File: src/column_baseline_obstacle_grouper_assert.svh
// ----------------------------------------------------------------------------
// Assertion macros shared by the column baseline obstacle grouper RTL.
// Every macro samples on clk and is disabled while rst_n is low.
// ----------------------------------------------------------------------------
`ifndef COLUMN_BASELINE_OBSTACLE_GROUPER_ASSERT_SVH
`define COLUMN_BASELINE_OBSTACLE_GROUPER_ASSERT_SVH

// A condition that must hold at every clock edge out of reset.
`define CBOG_ASSERT_ALWAYS(label, cond, msg) \
  label: assert property (@(posedge clk) disable iff (!rst_n) (cond)) else $error(msg);

// An implication checked in the same cycle.
`define CBOG_ASSERT_IMPL(label, ante, cons, msg) \
  label: assert property (@(posedge clk) disable iff (!rst_n) (ante) |-> (cons)) \
    else $error(msg);

`endif

File: src/cbog_pkg.sv
// ----------------------------------------------------------------------------
// cbog_pkg
// Types and constants shared by the column baseline obstacle grouper.
// ----------------------------------------------------------------------------
`default_nettype none

package cbog_pkg;

  // Baseline row in unsigned Q10.8.
  localparam int BASE_W     = 18;
  localparam int FRAC_W     = 8;
  localparam int ROW_W      = 10;

  // Configuration port geometry.
  localparam int CFG_IDX_W  = 3;
  localparam int CFG_DATA_W = 10;

  // Result queue depth; one column can push up to three records.
  localparam int FIFO_DEPTH = 8;
  localparam int MAX_PUSH   = 3;

  // Output record kinds.
  localparam logic KIND_REGION  = 1'b0;
  localparam logic KIND_SUMMARY = 1'b1;

  // Configuration register indexes.
  typedef enum logic [CFG_IDX_W-1:0] {
    CFG_FRAME_HEIGHT = 3'd0,
    CFG_RISE_THRESH  = 3'd1,
    CFG_EMA_ALPHA    = 3'd2,
    CFG_EMPTY_ROW    = 3'd3,
    CFG_JOIN_GAP     = 3'd4,
    CFG_MIN_WIDTH    = 3'd5
  } cfg_idx_t;

  typedef struct packed {
    logic [9:0] frame_height;
    logic [9:0] rise_thresh;
    logic [8:0] ema_alpha;
    logic [9:0] empty_row;
    logic [8:0] join_gap;
    logic [9:0] min_width;
  } cfg_t;

  typedef struct packed {
    logic [9:0] boundary_row;
    logic       last_column;
  } in_t;

  typedef struct packed {
    logic       kind;
    logic [8:0] region_start;
    logic [8:0] region_end;
    logic [9:0] region_width;
    logic [4:0] region_count;
    logic       last_result;
  } out_t;

  // Records produced by one column, packed from slot 0 upward.
  typedef struct packed {
    logic [1:0]          num;
    out_t [MAX_PUSH-1:0] recs;
  } push_t;

endpackage

`default_nettype wire

File: src/cbog_out_fifo.sv
// ----------------------------------------------------------------------------
// cbog_out_fifo
// Result queue: takes up to three records per cycle, hands out one while out_stall is low.
// ----------------------------------------------------------------------------
`default_nettype none

module cbog_out_fifo import cbog_pkg::*; (
  input  wire logic  clk,
  input  wire logic  rst_n,
  input  wire push_t push,
  output      logic  room,
  output      logic  out_valid,
  input  wire logic  out_stall,
  output      out_t  out_data
);

  localparam int PTR_W = $clog2(FIFO_DEPTH);
  localparam int CNT_W = $clog2(FIFO_DEPTH + 1);

  out_t             mem [FIFO_DEPTH];
  logic [PTR_W-1:0] head_r, head_nxt;
  logic [PTR_W-1:0] tail_r, tail_nxt;
  logic [CNT_W-1:0] count_r, count_nxt;
  logic             pop;

  // Pointer and count bookkeeping.
  always_comb begin
    pop       = out_valid && !out_stall;
    head_nxt  = head_r + PTR_W'(pop);
    tail_nxt  = tail_r + PTR_W'(push.num);
    count_nxt = count_r + CNT_W'(push.num) - CNT_W'(pop);
    room      = count_r <= CNT_W'(FIFO_DEPTH - MAX_PUSH);
    out_valid = count_r != '0;
    out_data  = mem[head_r];
  end

  always_ff @(posedge clk) begin
    if (!rst_n) begin
      head_r  <= '0;
      tail_r  <= '0;
      count_r <= '0;
    end else begin
      head_r  <= head_nxt;
      tail_r  <= tail_nxt;
      count_r <= count_nxt;
    end
  end

  // Storage; slot i of the push lands at tail + i.
  always_ff @(posedge clk) begin
    for (int i = 0; i < MAX_PUSH; i++) begin
      if (2'(i) < push.num) begin
        mem[PTR_W'(tail_r + PTR_W'(i))] <= push.recs[i];
      end
    end
  end

endmodule

`default_nettype wire

File: config.mk
export PLATFORM = sky130hd
export DESIGN_NAME = cbog_out_fifo
export DESIGN_NICKNAME = d
export VERILOG_FILES = /design/src/column_baseline_obstacle_grouper_assert.svh /design/src/cbog_pkg.sv /design/src/cbog_out_fifo.sv
export SDC_FILE = /design/constraint.sdc
export NUM_CORES = 1
export LEC_CHECK = 0
export BUFFER_PORTS_ARGS = -buffer_cell sky130_fd_sc_hd__buf_2
export CAP_MARGIN = 20
export CORE_MARGIN = 2
export CORE_UTILIZATION = 30
export CTS_CLUSTER_DIAMETER = 40
export DETAILED_ROUTE_END_ITERATION = 7
export PLACE_DENSITY = 0.57
export SLEW_MARGIN = 20
export SYNTH_ARGS = -nofsm -noshare
export SYNTH_HDL_FRONTEND = slang
export SYNTH_SLANG_ARGS = --single-unit
File: constraint.sdc
create_clock -name clk -period 9.4 [get_ports clk]
set_input_delay 0.94 -clock clk [delete_from_list [all_inputs] [get_ports clk]]
set_output_delay 0.94 -clock clk [all_outputs]
set_load 0.01 [all_outputs]
==> results.toml <==
[power]
swShare_pct = 34.7
finalPower_mw = 4.94
ir_drop_uv = 134
powerDensity_mw_per_mm2 = 223
p_seq_share_pct = 35.2
p_leak_nw = 6.67
cellInternalPower_mw = 3.23
p_comb_share_pct = 28.3
p_switching_mw = 1.71
power.share.clock_pct = 36.6

[route]
drc = 0
dr.pass1.iters = 8
vias = 18000
wl_per_cell_um = 26.1
wirelength_um = 75100
routed_via_density = 6.25
ant_nets = 0
drt_iter0_drc = 3050

[logic_synthesis]
yosysTopAreaCellShare_pct = 43.3
yosysSeqAreaShare_pct = 44.3
synthCells = 2028
synthDistinctLibCells = 42
synth.area.top_cells = "edfxtp_1, a31oi_1, mux4_2"
syn_area_mm2 = 0.0194
synth_seq_cells = 290
synth_warnings = 0
synth_top_cell_by_area = "edfxtp_1"
synth_nets = 2149
avgSynthCellArea_um2 = 9.57

[sta]
fin_crit_ns = 4.39
grt_setup_unrepaired = "no"
slew_headroom_pct = 22.6
skew_ns = 0.0356
hold_violations = 0
finalSetupTns_ns = 0
period_share_pct = 46.7
worst_pin_slew_ns = 1.16
setup_violations = 0
max_freq_mhz = 228
drv_slew = 0

[setup_path]
crit_cells = 4
endpoint_kind = "flop"
crit_family = "compound AO/OA/AOI/OAI gates"
critPathKind = "flop to flop"
crit_chain = "ha_4 > nand3_2 > o22ai_4 > buf_4"
critPathMaxStageDelay_ns = 1.05
arrival_ns = 4.63
reg2reg_to = "mem[6][26]"
path_buf_inv = 1
required_ns = 9.63
critPathMaxFanout = 76
cp-start-kind = "flop"
reg2regPathDepth = 4
regToRegSetupSlack_ns = 5.01
cpMaxStageDelayCell = "o22ai_4"
timing.rr.start = "tail_r[0]"

[floorplanning]
core-area_mm2 = 0.0642
io_pins = 147
start_util_pct = 30.2
die_h_um = 258
placementRows = 93
die_w_um = 258
die_area_mm2 = 0.0668

[cells_and_area]
nFillCells = 6416
stdcell_count = 2871
nNetsFinal = 2091
final_util_pct = 34.4
multi_input_area_mm2 = 0.00968
fin_area_mm2 = 0.0221
drive_gt1_share_pct = 19.9
final_cell_mix = "nand2_1, nor3_1, a31oi_1, o21ai_0, edfxtp_1"
area_delta_synth_final_pct = 13.9
layout_commonest_cell = "nand2_1"
register_area_mm2 = 0.00862

[worst_hold_path]
hold_path_startpoint = "rst_n"
worstHoldPathType = "input port to flop"
min_path_cells = 2
min_to = "head_r[1]"

[global_routing]
overflow = 0
grt_pass1_wl_um = 111000
antenna_found_initial = 10
grt_pass1_vias = 17500
grt_usage_pct = 21.9
grt_max_degree = 285

[place]
dp.cells = 2770
dp_hpwl_um = 41900
port_buffers = 146
place_congestion = 0.857
place_area_mm2 = 0.0204

[flow_run]
max_cap_viol_count = 0

[clock_network]
cts_root_buf = "clkbuf_16"
htree_levels = 2
clock_latency_ns = 0.62
cts_buffers = 50
cts_setup_buffers = 0
cts_resized = 0
cts.sinks = 290
cts_tree = "done"
clkTransAtPathRegs_ns = 0.05
cts_hold_buf = 0
clk_path_buf_depth = 3

[run_status]
status = "finished clean"
area by class of cell:
cell class | count | area share (%)
Antenna cell | 5 | 0.0566
Timing Repair Buffer | 180 | 4.68
Clock buffer | 52 | 5.69
Sequential cell | 290 | 39.0
Multi-Input combinational cell | 1435 | 43.8
Clock inverter | 41 | 1.79
Inverter | 13 | 0.221
Tap cell | 855 | 4.84
routing by layer:
layer  vias up  track usage (%)  part of all wire, %
li1       7760                -                    -
met1      8660             28.3                   38
met2      1293             35.0                   47
met3       237             4.37                   11
met4         2             10.7                  4.5
met5         -                0                0.017
through the flow:
step / hold WS (ns) / worst slack, ns
3_5_place_dp: 0.704 / 4.82
3_3_place_gp: 0.683 / 5.00
2_1_floorplan: 0.556 / 5.56
4_1_cts: 0.632 / 4.84
6_report: 0.650 / 5.01
5_1_grt: 0.673 / 4.80
logic make-up after synthesis:
kind of cell,share of synthesized area [%]
buf+inv,6.80
xor+xnor,0.303
fa+ha+maj,0.838
simple gates,20.7
compound gates,16.8
flops,44.3
mux,10.3
registers in the layout, summed over array words and instances, names as in the netlist:
name	cells
mem	280
count_r	4
head_r	3
tail_r	3
how the worst max path moves through the flow:
stage,startpoint,slack [ns],to
finish,tail_r[0],5.01,mem[6][26]
global route,tail_r[0],4.80,mem[6][31]
CTS,tail_r[0],4.84,mem[7][5]
detailed placement,tail_r[0],4.82,mem[7][31]
global placement,tail_r[0],5.00,mem[7][5]
floorplan,push[105],5.56,mem[4][0]
synth_stat cells, drive strengths merged:
cell and count:
nand2 284, nor3 281, o21ai 281, a31oi 280, edfxtp 280, clkbuf 174
buf 116, and4b 70, mux4 70, mux2 36, and4 35, nor4bb 35
inv 13, dfxtp 10, ha 9, or2 9, o22ai 6, nor2 5
nand2b 4, and2 3, nand3b 3, xor2 3, a21o 2, a21oi 2
fa 2, mux2i 2, nand3 2, nor3b 2, o2bb2ai 2, xnor2 2
a22oi 1, maj3 1, o21bai 1, or3 1, or3b 1
power groups by stage:
stage,clock network [mW],registers [mW],logic [mW]
after floorplan,0,1.70,0.963
after global placement,0,1.76,1.35
after detailed placement,0,1.76,1.38
after CTS,1.82,1.74,1.38
after global routing,1.87,1.76,1.50
final,1.81,1.74,1.40
Power figures use the tool's default switching activity.
