===== config.mk =====
export PLATFORM = sky130hd
export DESIGN_NAME = cbog_classifier
export DESIGN_NICKNAME = d
export VERILOG_FILES = /design/src/column_baseline_obstacle_grouper_assert.svh /design/src/cbog_pkg.sv /design/src/cbog_classifier.sv
export SDC_FILE = /design/constraint.sdc
export NUM_CORES = 1
export LEC_CHECK = 0
export BUFFER_PORTS_ARGS = -buffer_cell sky130_fd_sc_hd__buf_2
export CAP_MARGIN = 20
export CELL_PAD_IN_SITES_DETAIL_PLACEMENT = 1
export CELL_PAD_IN_SITES_GLOBAL_PLACEMENT = 1
export CORE_AREA = 2 2 204 226
export CTS_CLUSTER_DIAMETER = 30
export DETAILED_ROUTE_END_ITERATION = 12
export DIE_AREA = 0 0 206 228
export PLACE_DENSITY_LB_ADDON = 0.1
export SETUP_SLACK_MARGIN = 0.1
export SYNTH_ARGS = -nofsm -noshare
export SYNTH_HDL_FRONTEND = slang
export SYNTH_SLANG_ARGS = --single-unit

===== constraint.sdc =====
create_clock -name clk -period 29.7 [get_ports clk]
set_clock_uncertainty 0.15 [all_clocks]
set_input_delay 4.455 -clock clk [delete_from_list [all_inputs] [get_ports clk]]
set_output_delay 4.455 -clock clk [all_outputs]
set_load 0.01 [all_outputs]

===== src/column_baseline_obstacle_grouper_assert.svh =====
// ----------------------------------------------------------------------------
// Assertion macros shared by the column baseline obstacle grouper RTL.
// Every macro samples on clk and is disabled while rst_n is low.
// ----------------------------------------------------------------------------
`ifndef COLUMN_BASELINE_OBSTACLE_GROUPER_ASSERT_SVH
`define COLUMN_BASELINE_OBSTACLE_GROUPER_ASSERT_SVH

// A condition that must hold at every clock edge out of reset.
`define CBOG_ASSERT_ALWAYS(label, cond, msg) \
  label: assert property (@(posedge clk) disable iff (!rst_n) (cond)) else $error(msg);

// An implication checked in the same cycle.
`define CBOG_ASSERT_IMPL(label, ante, cons, msg) \
  label: assert property (@(posedge clk) disable iff (!rst_n) (ante) |-> (cons)) \
    else $error(msg);

`endif


===== src/cbog_pkg.sv =====
// ----------------------------------------------------------------------------
// cbog_pkg
// Types and constants shared by the column baseline obstacle grouper.
// ----------------------------------------------------------------------------
`default_nettype none

package cbog_pkg;

  // Baseline row in unsigned Q10.8.
  localparam int BASE_W     = 18;
  localparam int FRAC_W     = 8;
  localparam int ROW_W      = 10;

  // Configuration port geometry.
  localparam int CFG_IDX_W  = 3;
  localparam int CFG_DATA_W = 10;

  // Result queue depth; one column can push up to three records.
  localparam int FIFO_DEPTH = 8;
  localparam int MAX_PUSH   = 3;

  // Output record kinds.
  localparam logic KIND_REGION  = 1'b0;
  localparam logic KIND_SUMMARY = 1'b1;

  // Configuration register indexes.
  typedef enum logic [CFG_IDX_W-1:0] {
    CFG_FRAME_HEIGHT = 3'd0,
    CFG_RISE_THRESH  = 3'd1,
    CFG_EMA_ALPHA    = 3'd2,
    CFG_EMPTY_ROW    = 3'd3,
    CFG_JOIN_GAP     = 3'd4,
    CFG_MIN_WIDTH    = 3'd5
  } cfg_idx_t;

  typedef struct packed {
    logic [9:0] frame_height;
    logic [9:0] rise_thresh;
    logic [8:0] ema_alpha;
    logic [9:0] empty_row;
    logic [8:0] join_gap;
    logic [9:0] min_width;
  } cfg_t;

  typedef struct packed {
    logic [9:0] boundary_row;
    logic       last_column;
  } in_t;

  typedef struct packed {
    logic       kind;
    logic [8:0] region_start;
    logic [8:0] region_end;
    logic [9:0] region_width;
    logic [4:0] region_count;
    logic       last_result;
  } out_t;

  // Records produced by one column, packed from slot 0 upward.
  typedef struct packed {
    logic [1:0]          num;
    out_t [MAX_PUSH-1:0] recs;
  } push_t;

endpackage

`default_nettype wire


===== src/cbog_classifier.sv =====
// ----------------------------------------------------------------------------
// cbog_classifier
// Per-column classification, baseline EMA update and region grouping.
// Holds the frame state and produces the records caused by one column.
// ----------------------------------------------------------------------------
`default_nettype none

module cbog_classifier import cbog_pkg::*; #(
  parameter int MAX_COLUMNS = 512,
  parameter int REGION_CAP  = 20
) (
  input  wire logic                           clk,
  input  wire logic                           rst_n,
  input  wire logic                           fire,
  input  wire in_t                            item,
  input  wire logic [$clog2(MAX_COLUMNS)-1:0] col,
  input  wire logic [BASE_W-1:0]              base,
  input  wire cfg_t                           cfg,
  output      logic [BASE_W-1:0]              ram_wdata,
  output      push_t                          push
);

  localparam int COL_W = $clog2(MAX_COLUMNS);
  localparam int REG_W = $clog2(REGION_CAP + 1);
  localparam int WID_W = COL_W + 1;
  localparam int GAP_W = (COL_W > 9) ? COL_W : 9;
  localparam int MW_W  = (WID_W > 10) ? WID_W : 10;
  localparam int DIF_W = BASE_W + 2;
  localparam int PRD_W = DIF_W + 10;

  // Frame state.
  logic              ready_r, ready_nxt;
  logic [BASE_W-1:0] last_good_r, last_good_nxt;
  logic              open_r, open_nxt;
  logic [COL_W-1:0]  start_r, start_nxt;
  logic [COL_W-1:0]  end_r, end_nxt;
  logic [REG_W-1:0]  emit_r, emit_nxt;

  logic [9:0]              b;
  logic                    ground;
  logic [BASE_W-1:0]       ng_base;
  logic [BASE_W-1:0]       lg;
  logic signed [11:0]      dev;
  logic                    obstacle;
  logic [8:0]              alpha_sat;
  logic signed [DIF_W-1:0] diff;
  logic signed [PRD_W-1:0] prod;
  logic signed [PRD_W-1:0] q;
  logic signed [PRD_W-1:0] sum;
  logic [BASE_W-1:0]       ema_base;
  logic                    joinable;
  logic [WID_W-1:0]        w1, w2;
  logic                    e1, e2;
  logic                    st_open;
  logic [COL_W-1:0]        st_start, st_end;
  logic [REG_W-1:0]        st_emit, fin_emit;
  out_t                    r1, r2, rs;

  // Classification against the stored baseline.
  always_comb begin
    b        = item.boundary_row;
    ground   = b < cfg.frame_height;
    ng_base  = {cfg.empty_row, {FRAC_W{1'b0}}};
    lg       = (col == '0) ? ng_base : last_good_r;
    dev      = $signed({2'b00, b}) - $signed({2'b00, base[BASE_W-1:FRAC_W]});
    obstacle = ready_r && (!ground || dev > $signed({2'b00, cfg.rise_thresh}));
  end

  // EMA: base + floor(alpha * (b*256 - base) / 256).
  always_comb begin
    alpha_sat = cfg.ema_alpha[8] ? 9'd256 : cfg.ema_alpha;
    diff      = $signed({2'b00, b, {FRAC_W{1'b0}}}) - $signed({2'b00, base});
    prod      = $signed({1'b0, alpha_sat}) * diff;
    q         = prod >>> FRAC_W;
    sum       = $signed({{(PRD_W-BASE_W){1'b0}}, base}) + q;
    ema_base  = sum[BASE_W-1:0];
  end

  // Baseline write data and the running last good value.
  always_comb begin
    if (!ready_r) begin
      ram_wdata = ground ? {b, {FRAC_W{1'b0}}} : ng_base;
    end else if (obstacle) begin
      ram_wdata = lg;
    end else begin
      ram_wdata = ema_base;
    end
    last_good_nxt = (ready_r && !obstacle) ? ema_base : lg;
  end

  // Run grouping for an obstacle column.
  always_comb begin
    joinable = (col >= end_r) && (GAP_W'(col - end_r) <= GAP_W'(cfg.join_gap));
    w1       = WID_W'(end_r) - WID_W'(start_r) + WID_W'(1);
    e1       = obstacle && open_r && !joinable &&
               (MW_W'(w1) >= MW_W'(cfg.min_width)) &&
               (emit_r < REG_W'(REGION_CAP));
    st_open  = open_r;
    st_start = start_r;
    st_end   = end_r;
    if (obstacle) begin
      st_open = 1'b1;
      st_end  = col;
      if (!open_r || !joinable) begin
        st_start = col;
      end
    end
    st_emit = emit_r + REG_W'(e1);
  end

  // Closing the final run on the last column.
  always_comb begin
    w2       = WID_W'(st_end) - WID_W'(st_start) + WID_W'(1);
    e2       = item.last_column && st_open &&
               (MW_W'(w2) >= MW_W'(cfg.min_width)) &&
               (st_emit < REG_W'(REGION_CAP));
    fin_emit = st_emit + REG_W'(e2);
  end

  // Records, packed in emission order.
  always_comb begin
    r1.kind         = KIND_REGION;
    r1.region_start = 9'(start_r);
    r1.region_end   = 9'(end_r);
    r1.region_width = 10'(w1);
    r1.region_count = '0;
    r1.last_result  = !e2 && !item.last_column;

    r2.kind         = KIND_REGION;
    r2.region_start = 9'(st_start);
    r2.region_end   = 9'(st_end);
    r2.region_width = 10'(w2);
    r2.region_count = '0;
    r2.last_result  = !item.last_column;

    rs.kind         = KIND_SUMMARY;
    rs.region_start = '0;
    rs.region_end   = '0;
    rs.region_width = '0;
    rs.region_count = 5'(fin_emit);
    rs.last_result  = 1'b1;

    push.num     = fire ? (2'(e1) + 2'(e2) + 2'(item.last_column)) : 2'd0;
    push.recs[0] = e1 ? r1 : (e2 ? r2 : rs);
    push.recs[1] = e1 ? (e2 ? r2 : rs) : rs;
    push.recs[2] = rs;
  end

  // Next frame state; the last column clears the run bookkeeping.
  always_comb begin
    if (item.last_column) begin
      ready_nxt = 1'b1;
      open_nxt  = 1'b0;
      start_nxt = '0;
      end_nxt   = '0;
      emit_nxt  = '0;
    end else begin
      ready_nxt = ready_r;
      open_nxt  = st_open;
      start_nxt = st_start;
      end_nxt   = st_end;
      emit_nxt  = st_emit;
    end
  end

  always_ff @(posedge clk) begin
    if (!rst_n) begin
      ready_r     <= 1'b0;
      last_good_r <= '0;
      open_r      <= 1'b0;
      start_r     <= '0;
      end_r       <= '0;
      emit_r      <= '0;
    end else if (fire) begin
      ready_r     <= ready_nxt;
      last_good_r <= last_good_nxt;
      open_r      <= open_nxt;
      start_r     <= start_nxt;
      end_r       <= end_nxt;
      emit_r      <= emit_nxt;
    end
  end

endmodule

`default_nettype wire


==> summary.md <==
| Metric | Value |
|---|---|
| Status | completed |
| Wire length of the first global-routing pass | 76.1 mm |
| Leak pwr | 0.00746 uW |
| DPL Wire Length | 40.3 mm |
| Maximum count of clock buffers along a single path | 2 |
| Buffers inserted during post-CTS setup optimization | 0 |
| Horizontal die dimension | 206 um |
| Quantity of gates resized following cts | 0 |
| Core area | 44900 um2 |
| Total wire length | 47.4 mm |
| Fill count | 5581 |
| Final layout net count | 2297 |
| Floorplan die area | 47000 um2 |
| Routability congestion estimate from global placement | 0.817 |
| Post-synthesis to final-layout area growth | 11.9% |
| Most used DFF post-synth | sky130_fd_sc_hd__dfxtp_1 |
| Share of the core filled with cells in the final layout | 0.329 |
| Critical Path Fanout Max | 19 |
| Shortest clock period the worst path allows after layout | 18.74 ns |
| Sequential element share of the synthesized area | 0.0651 |
| Asr flop ratio synth | 0 |
| Cell repeated most along the worst path | sky130_fd_sc_hd__a21oi_1 |
| Final setup fails | 0 |
| Routed length per placed instance | 19.2 um |
| FF-to-FF setup slack | 24.15 ns |
| Number of sinks on the clock net | 43 |
| Antenna Cells | 0 |
| Post-Route Setup TNS | 0 ns |
| WP data required | 25.10 ns |
| Quantity of I/O buffers inserted on ports | 193 |
| Number of library cell types mapped by synthesis | 77 |
| Initial cell density of the core | 0.294 |
| Die outline height | 228 um |
| Tcrit/Tclk final | 0.631 |
| I/O pin total | 224 |
| Total global-route track usage | 0.207 |
| Vias in the first global route | 13.5k |
| Final-report hold violation count | 0 |
| Starting DRT DRC Count | 358 |
| Peak clock frequency supported by timing | 0.0534 GHz |
| YS warnings | 0 |
| Mapped cell area | 13200 um2 |
| Vias/cell | 4.92 |
| WHS | 0.368 ns |
| Top library cells by usage in the layout, fill and taps aside | sky130_fd_sc_hd__inv_1, sky130_fd_sc_hd__buf_2, sky130_fd_sc_hd__ha_1, sky130_fd_sc_hd__nand2_1, sky130_fd_sc_hd__nor2_1 |
| Via count | 12.2k |
| DRT Pass-1 Iters | 4 |
| Largest net degree at the start of global routing | 53 |
| Detailed-route DRC error count | 0 |
| Mean Syn Cell Area | 7.61 um2 |
| Slew Limit Fails | 0 |
| Class of the most critical setup path | primary input to output port |
| Max-cap check violation count | 0 |
| Hold bufs inserted after CTS | 0 |
| Count of H-tree levels built during CTS | 2 |
| CTS tree | built |
| Clock transition at the register clock pins on the worst setup and hold paths after CTS | 0.07 ns |
| Actual transition at the worst max-transition pin | 1.06 ns |
| ANT nets after route | 0 |
| Kind of end point of the critical path | output port |
| Most common cell after layout, fill and taps aside | sky130_fd_sc_hd__inv_1 |
| FF/Latch Area | 861 um2 |
| Clock insertion delay at the later pin of the skew report | 0.30 ns |
| Path type of the worst min-delay path | flip-flop to flip-flop |
| Library cell contributing the largest single delay on the critical path | sky130_fd_sc_hd__nor2_2 |
| Share of post-route cells with drive strength above 1 | 0.127 |
| Number of antenna violations at the first check in global routing | 1 |
| Number of enable-type register cells in the synthesized netlist | 0 |
| Register bit count reported by yosys | 43 |
| Cell at the root of the clock tree | sky130_fd_sc_hd__clkbuf_16 |
| VDD IR max | 0.0675 mV |
| Worst endpoint data arrival time | 14.14 ns |
| Startpoint kind of the worst setup timing path | primary input |
| Area of the multi-input gates | 10900 um2 |
| Normalized max-slew margin | 0.290 |
| Critical path's largest stage delay | 0.92 ns |
| Gate count of the mapped netlist | 1738 |
| Power per Cell Area | 93.1 nW/um2 |
| Setup repair after global routing missed its margin | no |
| Count of standard-cell rows | 82 |
| Aggregate global routing overflow | 0 |
| Number of clock buffers inserted by TritonCTS | 5 |
[worst max-delay path, delay by kind of cell]
kind,cells,cell delay (ns)
AND/OR/NAND/NOR,7,1.63
AO/OA/AOI/OAI,21,3.99
multiplexers,1,0.39
buffers and inverters,5,0.50
XOR/XNOR,3,0.74
adder cells (fa/ha/maj),8,2.39
[area by class of cell]
class                   instances  share of cell area
inverters                     285              0.0723
well taps                     588              0.0497
repair buffers                208              0.0742
flip-flops and latches         43              0.0582
clock buffers                   6             0.00871
multi-input cells            1341               0.736
clock inverters                 2            0.000845
[cell families (layout without fill, tap and decap cells)]
family,count (synthesis),after routing,synth area share
AO/OA/AOI/OAI,348,348,0.169
XOR/XNOR,97,97,0.0642
adder cells (fa/ha/maj),314,314,0.374
buffers and inverters,382,501,0.120
flip-flops,43,43,0.0651
multiplexers,30,30,0.0230
other,2,30,0.000568
AND/OR/NAND/NOR,522,522,0.185
[path summary, 6_finish.rpt]
kind | depth (start not counted) | endpoint | from
hold / removal | 2 | start_r[0] | start_r[0]
hold reg to reg | 2 | start_r[0] | start_r[0]
setup reg to reg | 24 | emit_r[4] | end_r[1]
setup / recovery | 45 | push[40] | item[1]
[registers in the layout, summed over array words and instances, names as in the netlist]
register / cells
last_good_r: 18
end_r: 9
start_r: 9
emit_r: 5
open_r: 1
ready_r: 1
[Yosys cell counts (all sizes together) (4+ instances only)]
| master | count | share of area |
|---|---|---|
| nand2b | 14 | 0.0066 |
| o21bai | 20 | 0.011 |
| buf | 48 | 0.025 |
| xor2 | 33 | 0.022 |
| o221ai | 4 | 0.0026 |
| nand4 | 15 | 0.0071 |
| a21oi | 95 | 0.037 |
| nor3 | 18 | 0.0072 |
| a22oi | 11 | 0.0062 |
| nor2 | 165 | 0.047 |
| fa | 136 | 0.21 |
| o211ai | 7 | 0.0040 |
| clkbuf | 49 | 0.014 |
| o22ai | 14 | 0.0066 |
| a31oi | 10 | 0.0047 |
| a21o | 28 | 0.016 |
| a21boi | 8 | 0.0045 |
| or3 | 14 | 0.0070 |
| a211oi | 6 | 0.0034 |
| o31ai | 13 | 0.0074 |
| a22o | 10 | 0.0066 |
| nand3 | 33 | 0.012 |
| o21ai | 76 | 0.029 |
| nand2 | 167 | 0.047 |
| and3 | 9 | 0.0046 |
| nor2b | 31 | 0.015 |
| dfxtp | 43 | 0.065 |
| mux2i | 27 | 0.020 |
| or2 | 4 | 0.0019 |
| and2 | 36 | 0.017 |
| inv | 285 | 0.081 |
| xnor2 | 64 | 0.042 |
| ha | 178 | 0.17 |
| o21a | 21 | 0.012 |
| nor4 | 6 | 0.0040 |
[routing by layer]
| metal | vias up | share of wire | global-route usage |
|---|---|---|---|
| met3 | 48 | 0.026 | 0.0166 |
| li1 | 5930 | - | - |
| met5 | - | 0.00015 | 0 |
| met2 | 193 | 0.50 | 0.371 |
| met4 | 2 | 0.024 | 0.0565 |
| met1 | 5986 | 0.45 | 0.264 |
[power by group]
group / switching [uW] / internal [uW]
sequential: 2.94 / 62.2
clock: 26.4 / 31.2
combinational: 756 / 499
total: 785 / 592
[metrics by stage]
step | std cells | setup WS (ns) | area [um2] | total power [uW]
4_1_cts | 2472 | 10.95 | 14800 | 1400
3_5_place_dp | 2464 | 10.98 | 14600 | 1330
2_1_floorplan | 1766 | 12.93 | 13300 | 978
3_3_place_gp | 2464 | 11.31 | 14600 | 1320
6_report | 2473 | 10.96 | 14800 | 1380
5_1_grt | 2473 | 10.07 | 14800 | 1560
Power figures use the tool's default switching activity.
